**src/hdl/fcr_pkg.sv**
```systemverilog
// package with shared types and constants of the framed command responder
`timescale 1ns / 1ps

package fcr_pkg;

    localparam logic [7:0] FRAME_HEAD = 8'hAA;
    localparam logic [7:0] FRAME_TAIL = 8'h55;
    localparam logic [7:0] ACK_FLAG   = 8'h80;

    localparam logic [7:0] CMD_ACK_A      = 8'h20;
    localparam logic [7:0] CMD_ACK_B      = 8'h21;
    localparam logic [7:0] CMD_ACK_C      = 8'h22;
    localparam logic [7:0] CMD_GET_DEV    = 8'h36;
    localparam logic [7:0] CMD_SET_DEV    = 8'h37;
    localparam logic [7:0] CMD_GET_PROD   = 8'h38;
    localparam logic [7:0] CMD_SET_PROD   = 8'h39;
    localparam logic [7:0] RSP_GET_DEV    = 8'hB6;
    localparam logic [7:0] RSP_GET_PROD   = 8'hB8;

    localparam logic [7:0] MIN_LENGTH     = 8'd3;
    localparam logic [8:0] POS_MAX        = 9'd511;

    localparam int Q_DEPTH = 2;
    localparam int Q_PTR_W = 1;
    localparam int Q_CNT_W = 2;

    typedef enum logic [2:0] {
        OP_ACK,
        OP_DEV,
        OP_PROD,
        OP_STORE_DEV,
        OP_STORE_PROD
    } fcr_op_t;

    typedef struct packed {
        fcr_op_t    op;
        logic [7:0] ctrl;
    } fcr_item_t;

    typedef struct packed {
        logic empty;
        logic full;
    } fcr_q_status_t;

endpackage

```
**src/hdl/framed_command_responder_top.sv**
```systemverilog
// top level of the framed command responder
//
//  channel   dir  tdata            tlast      tuser
//  s_axis    in   [7:0] rx_byte    rx_last    -
//  m_axis    out  [7:0] tx_byte    tx_last    -
//
// one received word per cycle; the frame verdict is taken on the last word
// a reply's head word is loaded as its command pops, then its words leave at one per cycle
// while the receiver is ready, set by the back sequencer; up to two decoded commands wait in the queue
// input stalls while the queue is full, and after an id store command until
// all earlier replies are out and the store copy is done
// reset clears position, header fields, id stores, queue and sequencer
`timescale 1ns / 1ps

module framed_command_responder_top
    import fcr_pkg::*;
#(
    parameter int DEVICE_ID_BYTES  = 14,
    parameter int PRODUCT_ID_BYTES = 8
)
(
    input  logic       clk,
    input  logic       rst_n,
    input  logic       s_axis_tvalid,
    output logic       s_axis_tready,
    input  logic [7:0] s_axis_tdata,   // [7:0] rx_byte
    input  logic       s_axis_tlast,
    output logic       m_axis_tvalid,
    input  logic       m_axis_tready,
    output logic [7:0] m_axis_tdata,   // [7:0] tx_byte
    output logic       m_axis_tlast
);

    localparam int STAGE_DEPTH = (DEVICE_ID_BYTES > PRODUCT_ID_BYTES)
                                 ? DEVICE_ID_BYTES : PRODUCT_ID_BYTES;

    fcr_q_status_t               q_status;
    fcr_item_t                   push_item;
    fcr_item_t                   pop_item;
    logic                        push;
    logic                        pop;
    logic                        hold;
    logic                        back_idle;
    logic [STAGE_DEPTH-1:0][7:0] staging;

    fcr_front #(
        .DEV_BYTES   (DEVICE_ID_BYTES),
        .PROD_BYTES  (PRODUCT_ID_BYTES),
        .STAGE_DEPTH (STAGE_DEPTH)
    ) u_front (
        .clk           (clk),
        .rst_n         (rst_n),
        .s_axis_tvalid (s_axis_tvalid),
        .s_axis_tready (s_axis_tready),
        .s_axis_tdata  (s_axis_tdata),
        .s_axis_tlast  (s_axis_tlast),
        .q_status      (q_status),
        .back_idle     (back_idle),
        .push          (push),
        .push_item     (push_item),
        .hold          (hold),
        .staging       (staging)
    );

    fcr_queue u_queue (
        .clk       (clk),
        .rst_n     (rst_n),
        .push      (push),
        .push_item (push_item),
        .pop       (pop),
        .pop_item  (pop_item),
        .status    (q_status)
    );

    fcr_back #(
        .DEV_BYTES   (DEVICE_ID_BYTES),
        .PROD_BYTES  (PRODUCT_ID_BYTES),
        .STAGE_DEPTH (STAGE_DEPTH)
    ) u_back (
        .clk           (clk),
        .rst_n         (rst_n),
        .q_status      (q_status),
        .q_item        (pop_item),
        .pop           (pop),
        .staging       (staging),
        .idle          (back_idle),
        .m_axis_tvalid (m_axis_tvalid),
        .m_axis_tready (m_axis_tready),
        .m_axis_tdata  (m_axis_tdata),
        .m_axis_tlast  (m_axis_tlast)
    );

    assert property (@(posedge clk) disable iff (!rst_n) !(push && q_status.full))
        else $error("push into full queue");

    assert property (@(posedge clk) disable iff (!rst_n) !(pop && q_status.empty))
        else $error("pop from empty queue");

    assert property (@(posedge clk) disable iff (!rst_n) hold |-> !s_axis_tready)
        else $error("input taken while store pending");

    assert property (@(posedge clk) disable iff (!rst_n)
        (m_axis_tvalid && m_axis_tlast) |-> (m_axis_tdata == FRAME_TAIL))
        else $error("reply end word is not the frame tail");

endmodule

```
**src/hdl/fcr_queue.sv**
```systemverilog
// two-entry queue of decoded commands between front and back
`timescale 1ns / 1ps

module fcr_queue
    import fcr_pkg::*;
(
    input  logic          clk,
    input  logic          rst_n,
    input  logic          push,
    input  fcr_item_t     push_item,
    input  logic          pop,
    output fcr_item_t     pop_item,
    output fcr_q_status_t status
);

    fcr_item_t            entries_reg [Q_DEPTH];
    logic [Q_PTR_W-1:0]   wr_ptr_reg;
    logic [Q_PTR_W-1:0]   rd_ptr_reg;
    logic [Q_CNT_W-1:0]   count_reg;

    always_ff @(posedge clk)
    begin
        if (push)
        begin
            entries_reg[wr_ptr_reg] <= push_item;
        end
    end

    always_ff @(posedge clk or negedge rst_n)
    begin
        if (!rst_n)
        begin
            wr_ptr_reg <= '0;
            rd_ptr_reg <= '0;
            count_reg  <= '0;
        end
        else
        begin
            if (push)
            begin
                wr_ptr_reg <= wr_ptr_reg + 1'b1;
            end
            if (pop)
            begin
                rd_ptr_reg <= rd_ptr_reg + 1'b1;
            end
            if (push && !pop)
            begin
                count_reg <= count_reg + 1'b1;
            end
            else if (pop && !push)
            begin
                count_reg <= count_reg - 1'b1;
            end
        end
    end

    assign pop_item     = entries_reg[rd_ptr_reg];
    assign status.empty = (count_reg == '0);
    assign status.full  = (count_reg == Q_CNT_W'(Q_DEPTH));

endmodule

```
**src/hdl/fcr_front.sv**
```systemverilog
// receive side: frame parsing, payload staging and command decode
`timescale 1ns / 1ps

module fcr_front
    import fcr_pkg::*;
#(
    parameter int DEV_BYTES   = 14,
    parameter int PROD_BYTES  = 8,
    parameter int STAGE_DEPTH = 14
)
(
    input  logic                        clk,
    input  logic                        rst_n,
    input  logic                        s_axis_tvalid,
    output logic                        s_axis_tready,
    input  logic [7:0]                  s_axis_tdata,
    input  logic                        s_axis_tlast,
    input  fcr_q_status_t               q_status,
    input  logic                        back_idle,
    output logic                        push,
    output fcr_item_t                   push_item,
    output logic                        hold,
    output logic [STAGE_DEPTH-1:0][7:0] staging
);

    logic [8:0]                  pos_reg;
    logic [7:0]                  head_reg;
    logic [7:0]                  len_reg;
    logic [7:0]                  cmd_reg;
    logic [7:0]                  tail_reg;
    logic [STAGE_DEPTH-1:0][7:0] staging_reg;
    logic                        hold_reg;

    logic       accept;
    logic [7:0] head_next;
    logic [7:0] len_next;
    logic [7:0] cmd_next;
    logic [7:0] tail_next;
    logic [8:0] tail_pos;
    logic [8:0] offset;
    logic       frame_ok;
    logic       has_op;
    logic       is_store;

    assign s_axis_tready = !hold_reg && !q_status.full;
    assign accept        = s_axis_tvalid && s_axis_tready;

    always_comb
    begin
        head_next = (pos_reg == 9'd0) ? s_axis_tdata : head_reg;
        len_next  = (pos_reg == 9'd1) ? s_axis_tdata : len_reg;
        cmd_next  = (pos_reg == 9'd2) ? s_axis_tdata : cmd_reg;
        tail_pos  = {1'b0, len_next} + 9'd1;
        tail_next = (pos_reg >= 9'd2 && pos_reg == tail_pos) ? s_axis_tdata : tail_reg;
        offset    = pos_reg - 9'd3;
        frame_ok  = (head_next == FRAME_HEAD) && (len_next >= MIN_LENGTH)
                    && (pos_reg >= tail_pos) && (tail_next == FRAME_TAIL);
    end

    always_comb
    begin
        has_op         = 1'b0;
        is_store       = 1'b0;
        push_item.op   = OP_ACK;
        push_item.ctrl = cmd_next | ACK_FLAG;
        case (cmd_next)
            CMD_ACK_A, CMD_ACK_B, CMD_ACK_C:
            begin
                has_op = 1'b1;
            end
            CMD_GET_DEV:
            begin
                has_op         = 1'b1;
                push_item.op   = OP_DEV;
                push_item.ctrl = RSP_GET_DEV;
            end
            CMD_GET_PROD:
            begin
                has_op         = 1'b1;
                push_item.op   = OP_PROD;
                push_item.ctrl = RSP_GET_PROD;
            end
            CMD_SET_DEV:
            begin
                has_op       = (len_next == 8'(DEV_BYTES + 3));
                is_store     = has_op;
                push_item.op = OP_STORE_DEV;
            end
            CMD_SET_PROD:
            begin
                has_op       = (len_next == 8'(PROD_BYTES + 3));
                is_store     = has_op;
                push_item.op = OP_STORE_PROD;
            end
            default:
            begin
                has_op = 1'b0;
            end
        endcase
    end

    assign push = accept && s_axis_tlast && frame_ok && has_op;

    always_ff @(posedge clk)
    begin
        if (accept)
        begin
            for (int i = 0; i < STAGE_DEPTH; i++)
            begin
                if (pos_reg >= 9'd3 && offset == 9'(i))
                begin
                    staging_reg[i] <= s_axis_tdata;
                end
            end
        end
    end

    always_ff @(posedge clk or negedge rst_n)
    begin
        if (!rst_n)
        begin
            pos_reg  <= '0;
            head_reg <= '0;
            len_reg  <= '0;
            cmd_reg  <= '0;
            tail_reg <= '0;
            hold_reg <= 1'b0;
        end
        else
        begin
            if (accept)
            begin
                head_reg <= head_next;
                len_reg  <= len_next;
                cmd_reg  <= cmd_next;
                tail_reg <= tail_next;
                if (s_axis_tlast)
                begin
                    pos_reg <= '0;
                end
                else if (pos_reg != POS_MAX)
                begin
                    pos_reg <= pos_reg + 9'd1;
                end
            end
            // store waits for all earlier replies and the copy itself
            if (push && is_store)
            begin
                hold_reg <= 1'b1;
            end
            else if (hold_reg && q_status.empty && back_idle)
            begin
                hold_reg <= 1'b0;
            end
        end
    end

    assign hold    = hold_reg;
    assign staging = staging_reg;

endmodule

```
**src/hdl/fcr_back.sv**
```systemverilog
// transmit side: id stores and reply frame sequencer
`timescale 1ns / 1ps

module fcr_back
    import fcr_pkg::*;
#(
    parameter int DEV_BYTES   = 14,
    parameter int PROD_BYTES  = 8,
    parameter int STAGE_DEPTH = 14
)
(
    input  logic                        clk,
    input  logic                        rst_n,
    input  fcr_q_status_t               q_status,
    input  fcr_item_t                   q_item,
    output logic                        pop,
    input  logic [STAGE_DEPTH-1:0][7:0] staging,
    output logic                        idle,
    output logic                        m_axis_tvalid,
    input  logic                        m_axis_tready,
    output logic [7:0]                  m_axis_tdata,
    output logic                        m_axis_tlast
);

    localparam int MAXP = (DEV_BYTES > PROD_BYTES) ? DEV_BYTES : PROD_BYTES;
    localparam int CW   = $clog2(MAXP + 1);

    typedef enum logic [2:0] {
        S_IDLE,
        S_LEN,
        S_CTRL,
        S_PAY,
        S_SUM,
        S_TAIL
    } state_t;

    state_t                    state_reg;
    fcr_op_t                   op_reg;
    logic [7:0]                ctrl_reg;
    logic [CW-1:0]             plen_reg;
    logic [CW-1:0]             idx_reg;
    logic [7:0]                sum_reg;
    logic [7:0]                tdata_reg;
    logic                      tlast_reg;
    logic                      tvalid_reg;
    logic [DEV_BYTES-1:0][7:0]  dev_store_reg;
    logic [PROD_BYTES-1:0][7:0] prod_store_reg;

    logic          can_load;
    logic          is_reply;
    logic          load_word;
    logic [CW-1:0] item_plen;
    logic [7:0]    pay_byte;
    logic [7:0]    len_byte;

    assign can_load = !tvalid_reg || m_axis_tready;
    assign is_reply = (q_item.op == OP_ACK) || (q_item.op == OP_DEV) || (q_item.op == OP_PROD);
    assign pop      = (state_reg == S_IDLE) && !q_status.empty && (!is_reply || can_load);
    assign len_byte = 8'(plen_reg) + 8'd3;

    // a new output word is loaded this cycle
    assign load_word = (state_reg == S_IDLE) ? (pop && is_reply) : can_load;

    always_comb
    begin
        case (q_item.op)
            OP_DEV:  item_plen = CW'(DEV_BYTES);
            OP_PROD: item_plen = CW'(PROD_BYTES);
            default: item_plen = CW'(1);
        endcase
    end

    always_comb
    begin
        pay_byte = 8'h00;
        case (op_reg)
            OP_DEV:
            begin
                for (int i = 0; i < DEV_BYTES; i++)
                begin
                    if (idx_reg == CW'(i))
                    begin
                        pay_byte = dev_store_reg[i];
                    end
                end
            end
            OP_PROD:
            begin
                for (int i = 0; i < PROD_BYTES; i++)
                begin
                    if (idx_reg == CW'(i))
                    begin
                        pay_byte = prod_store_reg[i];
                    end
                end
            end
            default:
            begin
                pay_byte = 8'h00;
            end
        endcase
    end

    always_ff @(posedge clk or negedge rst_n)
    begin
        if (!rst_n)
        begin
            dev_store_reg  <= '0;
            prod_store_reg <= '0;
        end
        else if (pop)
        begin
            if (q_item.op == OP_STORE_DEV)
            begin
                for (int i = 0; i < DEV_BYTES; i++)
                begin
                    dev_store_reg[i] <= staging[i];
                end
            end
            if (q_item.op == OP_STORE_PROD)
            begin
                for (int i = 0; i < PROD_BYTES; i++)
                begin
                    prod_store_reg[i] <= staging[i];
                end
            end
        end
    end

    always_ff @(posedge clk or negedge rst_n)
    begin
        if (!rst_n)
        begin
            state_reg  <= S_IDLE;
            op_reg     <= OP_ACK;
            ctrl_reg   <= '0;
            plen_reg   <= '0;
            idx_reg    <= '0;
            sum_reg    <= '0;
            tdata_reg  <= '0;
            tlast_reg  <= 1'b0;
            tvalid_reg <= 1'b0;
        end
        else
        begin
            if (load_word)
            begin
                tvalid_reg <= 1'b1;
            end
            else if (m_axis_tready)
            begin
                tvalid_reg <= 1'b0;
            end
            case (state_reg)
                S_IDLE:
                begin
                    if (pop && is_reply)
                    begin
                        op_reg     <= q_item.op;
                        ctrl_reg   <= q_item.ctrl;
                        plen_reg   <= item_plen;
                        tdata_reg  <= FRAME_HEAD;
                        tlast_reg  <= 1'b0;
                        state_reg  <= S_LEN;
                    end
                end
                S_LEN:
                begin
                    if (can_load)
                    begin
                        tdata_reg  <= len_byte;
                        sum_reg    <= len_byte;
                        state_reg  <= S_CTRL;
                    end
                end
                S_CTRL:
                begin
                    if (can_load)
                    begin
                        tdata_reg  <= ctrl_reg;
                        sum_reg    <= sum_reg + ctrl_reg;
                        idx_reg    <= '0;
                        state_reg  <= S_PAY;
                    end
                end
                S_PAY:
                begin
                    if (can_load)
                    begin
                        tdata_reg  <= pay_byte;
                        sum_reg    <= sum_reg + pay_byte;
                        idx_reg    <= idx_reg + CW'(1);
                        if (idx_reg == plen_reg - CW'(1))
                        begin
                            state_reg <= S_SUM;
                        end
                    end
                end
                S_SUM:
                begin
                    if (can_load)
                    begin
                        tdata_reg  <= sum_reg;
                        state_reg  <= S_TAIL;
                    end
                end
                S_TAIL:
                begin
                    if (can_load)
                    begin
                        tdata_reg  <= FRAME_TAIL;
                        tlast_reg  <= 1'b1;
                        state_reg  <= S_IDLE;
                    end
                end
                default:
                begin
                    state_reg <= S_IDLE;
                end
            endcase
        end
    end

    assign idle          = (state_reg == S_IDLE);
    assign m_axis_tvalid = tvalid_reg;
    assign m_axis_tdata  = tdata_reg;
    assign m_axis_tlast  = tlast_reg;

endmodule

```
**config.mk**
```make
export PLATFORM = sky130hd
export DESIGN_NAME = framed_command_responder_top
export DESIGN_NICKNAME = d
export VERILOG_FILES = /design/src/hdl/fcr_pkg.sv /design/src/hdl/framed_command_responder_top.sv /design/src/hdl/fcr_queue.sv /design/src/hdl/fcr_front.sv /design/src/hdl/fcr_back.sv
export SDC_FILE = /design/constraint.sdc
export NUM_CORES = 1
export LEC_CHECK = 0
export BUFFER_PORTS_ARGS = -buffer_cell sky130_fd_sc_hd__buf_2
export CORE_ASPECT_RATIO = 0.8
export CORE_MARGIN = 2
export CORE_UTILIZATION = 57
export DETAILED_ROUTE_END_ITERATION = 16
export GPL_TIMING_DRIVEN = 0
export PLACE_DENSITY_LB_ADDON = 0.12
export SYNTH_ARGS = -nofsm -noshare
export SYNTH_HDL_FRONTEND = slang
export SYNTH_SLANG_ARGS = --single-unit
```
**constraint.sdc**
```tcl
create_clock -name clk -period 4.1 [get_ports clk]
set_input_delay 0.41 -clock clk [delete_from_list [all_inputs] [get_ports clk]]
set_output_delay 0.41 -clock clk [all_outputs]
set_load 0.02 [all_outputs]
```
==> flow_summary_export.csv, run 1 <==
group,metric,value,unit
critical_path,crit_family,"compound AO/OA/AOI/OAI gates",
floorplan,initial_core_util,0.580,
synth,ys_seq_elements,393,
grt,grt_pass1_wl,79800,µm
place,placed_area,19000,µm²
route,drcViolationCount,0,
critical_path,r2r.worst_path.cells,20,
critical_path,worstPathMaxFanout,8,
finish,finalCoreUtilization,0.693,
floorplan,ioPinCount,24,
route,drt_first_pass_iters,7,
synth,ys_seq_area_frac,0.574,
finish,final_area,21800,µm²
sta,period_share,1.11,
synth,synthCells,1514,
sta,maxSlewHeadroom,0.0866,
critical_path,timing_worst_setup_path_type,"reg -> reg",
clock_network,cts_sinks,393,
floorplan,placementRows,58,
synth,synth.most_common_cell,"dfrtp_1",
place,dp.cells,1959,
floorplan,core-area,31500,µm²
sta,tightest_slew,1.36,ns
grt,grt_usage,0.321,
clock_network,max-clock-path-buffers,3,
clock_network,cts_buffers,40,
critical_path,cp_data_required_time,4.52,ns
power_and_ir_drop,vdd_ir_drop_max,423,µV
floorplan,die_h,164,µm
sta,finalClockSkew,0.0127,ns
clock_network,cts_tree,"yes",
synth,netlist_area,18300,µm²
hold_path,hold_path_end,"u_front.staging[23]",
finish,syn_to_final_growth,19.4,%
sta,setup_viol_count_final,1,
run_status,status,"complete, but fails checks",
synth,avgSynthCellArea,12.1,µm²
critical_path,r2r_slack,-0.44,ns
run_status,violations,"setup timing",
route,dr.first_iter.drc_count,1420,
hold_path,hold_depth,1,
clock_network,clkLatencyLatePin,0.56,ns
synth,synthTopCellsByCount,"dfrtp_1 (261), mux2_2 (200), edfxtp_1 (132)",
synth,synth_top_area_frac,0.357,
route,routedWlPerCell,25.8,µm
finish,drive_gt1_frac,0.312,
clock_network,clkSlewWorstSetupHoldPaths,0.07,ns
power_and_ir_drop,leakage,9.27,nW
hold_path,hold_start,"s_axis_tdata[7]",
route,vias_per_cell,6.42,
place,routabilityCongestion,0.944,
floorplan,dieWidth,204,µm
power_and_ir_drop,power.density,688,nW/µm²
sta,setup_ws,-0.441,ns
route,ant_nets,0,
route,wl,54100,µm
synth,ys_warn_count,0,
critical_path,arrival,4.96,ns
place,dpl.hpwl,36200,µm
synth,synth_area_leaders,"dfrtp_1 (36%), edfxtp_1 (22%), mux2_2 (12%), nand2_1 (2.5%), a21oi_1 (2.4%)",
clock_network,root_buffer,"clkbuf_16",
finish,fill_cells,2276,
sta,hold_viol,0,
synth,async_flop_share,0.664,
grt,antenna_found_initial,3,
critical_path,crit_slowest_cell,"dfrtp_2",
sta,grt_setup_unrepaired,"yes",
route,vias,13459,
finish,diodes,0,
sta,final.min_clock_period,4.54,ns
hold_path,hp-class,"in -> reg",
critical_path,cp_common_cell,"buf_4",
grt,grt_pass1_vias,12932,
synth,synth_ff_type,"dfrtp_1",
sta,maxSlewViolCount,0,
critical_path,start_kind,"flop",
sta,final.setup.tns,-0.441,ns
critical_path,reg2reg_to,"u_back.sum_reg[7]",
finish,final_nets,1694,
synth,synth_fp_nets,1563,
floorplan,dieArea,33500,µm²
sta,fmax,220,MHz
finish,fin_cells,2097,
job,max-cap-violations,0,
place,io_buffers,23,
clock_network,htreeDepth,2,
grt,grt_overflow_total,0,
synth,synth_top_cell_by_area,"dfrtp_1",
grt,grt_max_degree,118,
critical_path,reg2reg_from,"u_back.idx_reg[1]",
synth,synth_edf_count,132,
critical_path,cp_num_buf_inv,4,
critical_path,critPathMaxStageDelay,0.47,ns
synth,synth_cell_type_count,79,
critical_path,cp_cell_sequence,"ha_4 -> buf_4 -> buf_4 -> nor2b_1 -> clkbuf_2 -> a22oi_1 -> o21ai_0 -> a22oi_1 -> a22o_1 -> a21oi_4 -> a21o_1 -> ha_4 -> a21oi_2 -> o211ai_1 -> o41ai_4 -> buf_4 -> o2111ai_4 -> mux2i_2 -> nor3_1 -> or3b_1",
critical_path,timing.critical_path.to_type,"flop",
kinds of logic (layout without fill, tap and decap cells):
family	after synthesis	count (layout)	share of synthesized area
flip-flops	393	393	0.574
AND/OR/NAND/NOR	368	369	0.100
AO/OA/AOI/OAI	332	332	0.119
multiplexers	233	233	0.142
buffers and inverters	127	289	0.0282
adder cells (fa/ha/maj)	36	36	0.0250
XOR/XNOR	25	25	0.0120
report_power, final:
part / switching (mW) / internal, mW
clock network: 1.57 / 2.24
registers: 0.530 / 4.63
logic: 3.46 / 2.57
cells in the final DEF, fill, tap and decap left out, types with 10 or more instances in the layout:
cell type | Yosys | layout
a211oi_1 | 16 | 10
a21o_1 | 10 | 10
a21oi_1 | 89 | 78
a22o_1 | 10 | 10
a22oi_1 | 21 | 17
buf_2 | 30 | 44
buf_4 | 0 | 62
clkbuf_1 | 46 | 39
clkbuf_16 | 0 | 46
dfrtp_1 | 261 | 253
edfxtp_1 | 132 | 132
ha_1 | 35 | 25
inv_1 | 39 | 32
mux2_2 | 200 | 200
mux2i_1 | 28 | 26
nand2_1 | 124 | 123
nand2b_1 | 12 | 11
nand3_1 | 36 | 31
nand3b_1 | 20 | 20
nor2_1 | 83 | 77
nor2b_1 | 17 | 13
nor3_1 | 21 | 18
o21a_1 | 11 | 11
o21ai_0 | 72 | 54
o22ai_1 | 22 | 19
xnor2_1 | 17 | 15
cell type report:
class                           instances  area [µm²]  share of cell area
Tap cell                              420         526              0.0241
Buffer                                 84         608              0.0279
Multi-Input combinational cell        995        7920               0.363
Sequential cell                       393       10500               0.481
Clock buffer                           56        1120              0.0514
Clock inverter                         18         225              0.0103
Timing Repair Buffer                   91         748              0.0343
Inverter                               40         164             0.00751
worst register-to-register path: stages, from the launching register on:
cell and delay (ns):
dfrtp_2 0.47, ha_4 0.19, buf_4 0.13, buf_4 0.14, nor2b_1 0.11, clkbuf_2 0.30, a22oi_1 0.11, o21ai_0 0.22
a22oi_1 0.12, a22o_1 0.27, a21oi_4 0.26, a21o_1 0.17, ha_4 0.21, a21oi_2 0.14, o211ai_1 0.18, o41ai_4 0.37
buf_4 0.21, o2111ai_4 0.12, mux2i_2 0.25, nor3_1 0.07, or3b_1 0.38
what timing repair did:
action / in CTS / in global routing
pin swaps: 31 / 42
resized for setup: 149 / 93
buffers inserted: 36 / 30
endpoints found under the setup margin: 40 / 41
hold buffers: 1 / 0
cloned: 1 / 1
hold endpoints to repair: 39 / 0
metal layers:
layer | up-vias | GRT usage | part of all wire
li1 | 5849 | - | -
met4 | 2 | 0.0962 | 0.024
met2 | 693 | 0.457 | 0.42
met5 | - | 0 | 0.00020
met1 | 6800 | 0.491 | 0.45
met3 | 115 | 0.0724 | 0.11
per-stage QoR:
stage          power, mW  hold WS (ns)  setup WS (ns)
2_1_floorplan       8.27         0.114        0.00142
3_3_place_gp        9.64         0.457          -2.33
3_5_place_dp        9.74         0.321          -1.88
4_1_cts             14.3         0.293         -0.411
5_1_grt             15.6         0.307         -0.594
6_report            15.0         0.315         -0.441
how the worst max path moves through the flow:
stage                                  start                        end  depth (start not counted)
after floorplan           u_front.pos_reg[1]  u_queue.entries_reg[1][0]                         20
final                      u_back.idx_reg[1]          u_back.sum_reg[7]                         20
after global placement                 rst_n   u_back.dev_store_reg[68]                          1
after detailed placement   u_back.idx_reg[1]          u_back.sum_reg[7]                         18
after CTS                  u_back.idx_reg[1]          u_back.sum_reg[7]                         18
after global routing       u_back.idx_reg[0]          u_back.sum_reg[7]                         19
Note: power is estimated with default switching activity, not from simulation.
==> run 2, diff against run 1 <==
- ABC_AREA: default -> 1
==> flow_summary_export.csv, run 2 <==
group,metric,value,unit
route,ant_nets,0,
clock_network,cts_sinks,393,
run_status,status,"complete, but fails checks",
synth,yosys.area_share.xor_xnor,0.0116,
sta,tightest_slew,1.15,ns
grt,grt_pass1_wl,76700,µm
clock_network,htreeDepth,2,
synth,async_flop_share,0.664,
clock_network,root_buffer,"clkbuf_16",
clock_network,cts_tree,"yes",
critical_path,cp_num_buf_inv,6,
critical_path,cp_data_required_time,4.53,ns
floorplan,core-area,31400,µm²
grt,grt_overflow_total,0,
sta,setup_viol_count_final,26,
synth,synth_area_leaders,"dfrtp_1 (36%), edfxtp_1 (22%), nand2_1 (10%), o21ai_0 (5.3%), inv_1 (4.0%)",
synth,synth_fa_ha_area_frac,0.0253,
critical_path,critPathMaxStageDelay,0.43,ns
finish,final_area,21500,µm²
job,max-cap-violations,0,
sta,fmax,229,MHz
finish,final_common_cell,"nand2_1",
floorplan,dieArea,33200,µm²
synth,synth_top_area_frac,0.361,
sta,final.min_clock_period,4.36,ns
clock_network,clkLatencyLatePin,0.55,ns
synth,ys_warn_count,0,
route,drt_first_pass_iters,5,
route,wl,49100,µm
grt,grt_pass1_vias,13748,
floorplan,placementRows,58,
synth,synthCells,1929,
power_and_ir_drop,power.density,526,nW/µm²
critical_path,crit_family,"simple AND/OR/NAND/NOR gates",
finish,diodes,0,
power_and_ir_drop,leakage,9.82,nW
synth,synthMuxAreaShare,0.0248,
synth,synth_fp_nets,1978,
sta,maxSlewViolCount,0,
place,dpl.hpwl,33400,µm
synth,synth_edf_count,132,
synth,synth_ff_type,"dfrtp_1",
critical_path,arrival,4.80,ns
place,io_buffers,23,
hold_path,hp-class,"in -> reg",
sta,setup_ws,-0.263,ns
grt,antenna_found_initial,2,
synth,synth_top_cell_by_area,"dfrtp_1",
critical_path,timing_worst_setup_path_type,"reg -> reg",
clock_network,clkSlewWorstSetupHoldPaths,0.06,ns
floorplan,die_h,163,µm
sta,grt_setup_unrepaired,"yes",
floorplan,ioPinCount,24,
finish,finalCoreUtilization,0.685,
route,vias,14307,
synth,synthTopCellsByCount,"nand2_1 (497), dfrtp_1 (261), inv_1 (194)",
critical_path,cp_common_cell,"inv_2",
synth,synth.most_common_cell,"nand2_1",
synth,synth_cell_type_count,57,
power_and_ir_drop,vdd_ir_drop_max,408,µV
place,routabilityCongestion,0.931,
synth,synth-compound-area-share,0.102,
run_status,violations,"setup timing",
grt,grt_usage,0.303,
grt,grt_max_degree,107,
route,vias_per_cell,5.65,
clock_network,max-clock-path-buffers,3,
floorplan,initial_core_util,0.577,
sta,finalClockSkew,0.0161,ns
synth,ys_seq_elements,393,
sta,period_share,1.06,
route,routedWlPerCell,19.4,µm
clock_network,cts_buffers,40,
finish,final_nets,2130,
critical_path,start_kind,"flop",
synth,netlist_area,18100,µm²
finish,syn_to_final_growth,18.6,%
sta,hold_viol,0,
critical_path,timing.critical_path.to_type,"flop",
floorplan,dieWidth,203,µm
synth,avgSynthCellArea,9.38,µm²
place,place_ws,-1.05,ns
route,drcViolationCount,0,
synth,yosys.area_share.simple,0.195,
finish,drive_gt1_frac,0.209,
sta,maxSlewHeadroom,0.227,
critical_path,crit_slowest_cell,"dfrtp_2",
finish,most-common-layout-cells,"nand2_1 (460), dfrtp_1 (253), inv_1 (179), o21ai_0 (179), nor2_1 (140)",
place,placed_area,18800,µm²
route,dr.first_iter.drc_count,1354,
critical_path,worstPathMaxFanout,7,
synth,synth_top_family_by_area,"simple AND/OR/NAND/NOR gates",
synth,ys_seq_area_frac,0.580,
-- run 2: changes by cell type after synthesis, moves of 17 or more --
| cell | change |
|---|---|
| nor2_1 | +69 |
| inv_2 | +20 |
| nand2_1 | +373 |
| mux2_2 | -161 |
| nand3_1 | +41 |
| o21ai_0 | +118 |
| o211ai_1 | +18 |
| inv_1 | +155 |
| a22oi_1 | -20 |
| nor2b_1 | -17 |
| mux2i_1 | -27 |
| a21oi_1 | -33 |
-- run 2: power by group --
group          internal (mW)  switching, mW  leakage, nW
sequential              4.30          0.169         4.71
combinational           1.21           2.04         4.49
clock                   2.01           1.55        0.617
-- run 2: routing by layer --
layer / vias up / global-route usage / share of wire
li1: 6664 / - / -
met1: 6997 / 0.459 / 0.46
met2: 553 / 0.440 / 0.43
met3: 93 / 0.0702 / 0.087
met4: 0 / 0.0806 / 0.022
met5: - / 0 / 0
-- run 2: layout make-up --
cell class | count | area [µm²]
buffer | 69 | 387
clock buffer | 52 | 1090
clock inverter | 22 | 173
fill | 2484 | 9890
inverter | 217 | 837
multi-input combinational | 1250 | 7050
sequential | 393 | 10500
tap | 420 | 526
timing repair buffer | 110 | 893
-- run 2: path summary, 6_finish.rpt --
check	from	endpoint	slack, ns	depth (start not counted)
max	u_front.pos_reg[5]	u_queue.count_reg[1]	-0.26	27
min	s_axis_tdata[7]	u_front.staging[103]	0.30	1
max reg2reg	u_front.pos_reg[5]	u_queue.count_reg[1]	-0.26	27
min reg2reg	u_front.staging[89]	u_back.dev_store_reg[89]	0.47	1
max in group asynchronous	rst_n	u_front.pos_reg[5]	2.71	3
min in group asynchronous	rst_n	u_back.dev_store_reg[19]	0.40	2
-- run 2: kinds of logic (layout without fill, tap and decap cells) --
group	Yosys count	after routing
multiplexers	40	40
XOR/XNOR	24	24
AO/OA/AOI/OAI	329	329
flip-flops	393	393
buffers and inverters	286	470
AND/OR/NAND/NOR	821	821
adder cells (fa/ha/maj)	36	36
-- run 2: metrics by stage --
step / instances / setup TNS, ns / hold slack, ns / total power [mW]
final: 2533 / -5.83 / 0.300 / 11.3
after detailed placement: 2374 / -26.17 / 0.401 / 6.94
after CTS: 2517 / -3.69 / 0.280 / 11.0
after global placement: 2372 / -631.65 / 0.457 / 6.88
after floorplan: 1929 / 0 / 0.114 / 6.12
after global routing: 2533 / -10.74 / 0.288 / 11.8
-- run 2: what timing repair did --
action,CTS,global route
hold endpoints to repair,62,0
buffers inserted,67,16
gates resized for setup,116,91
pin swaps,45,67
endpoints found under the setup margin,31,27
hold buffers,1,0
cloned,1,0
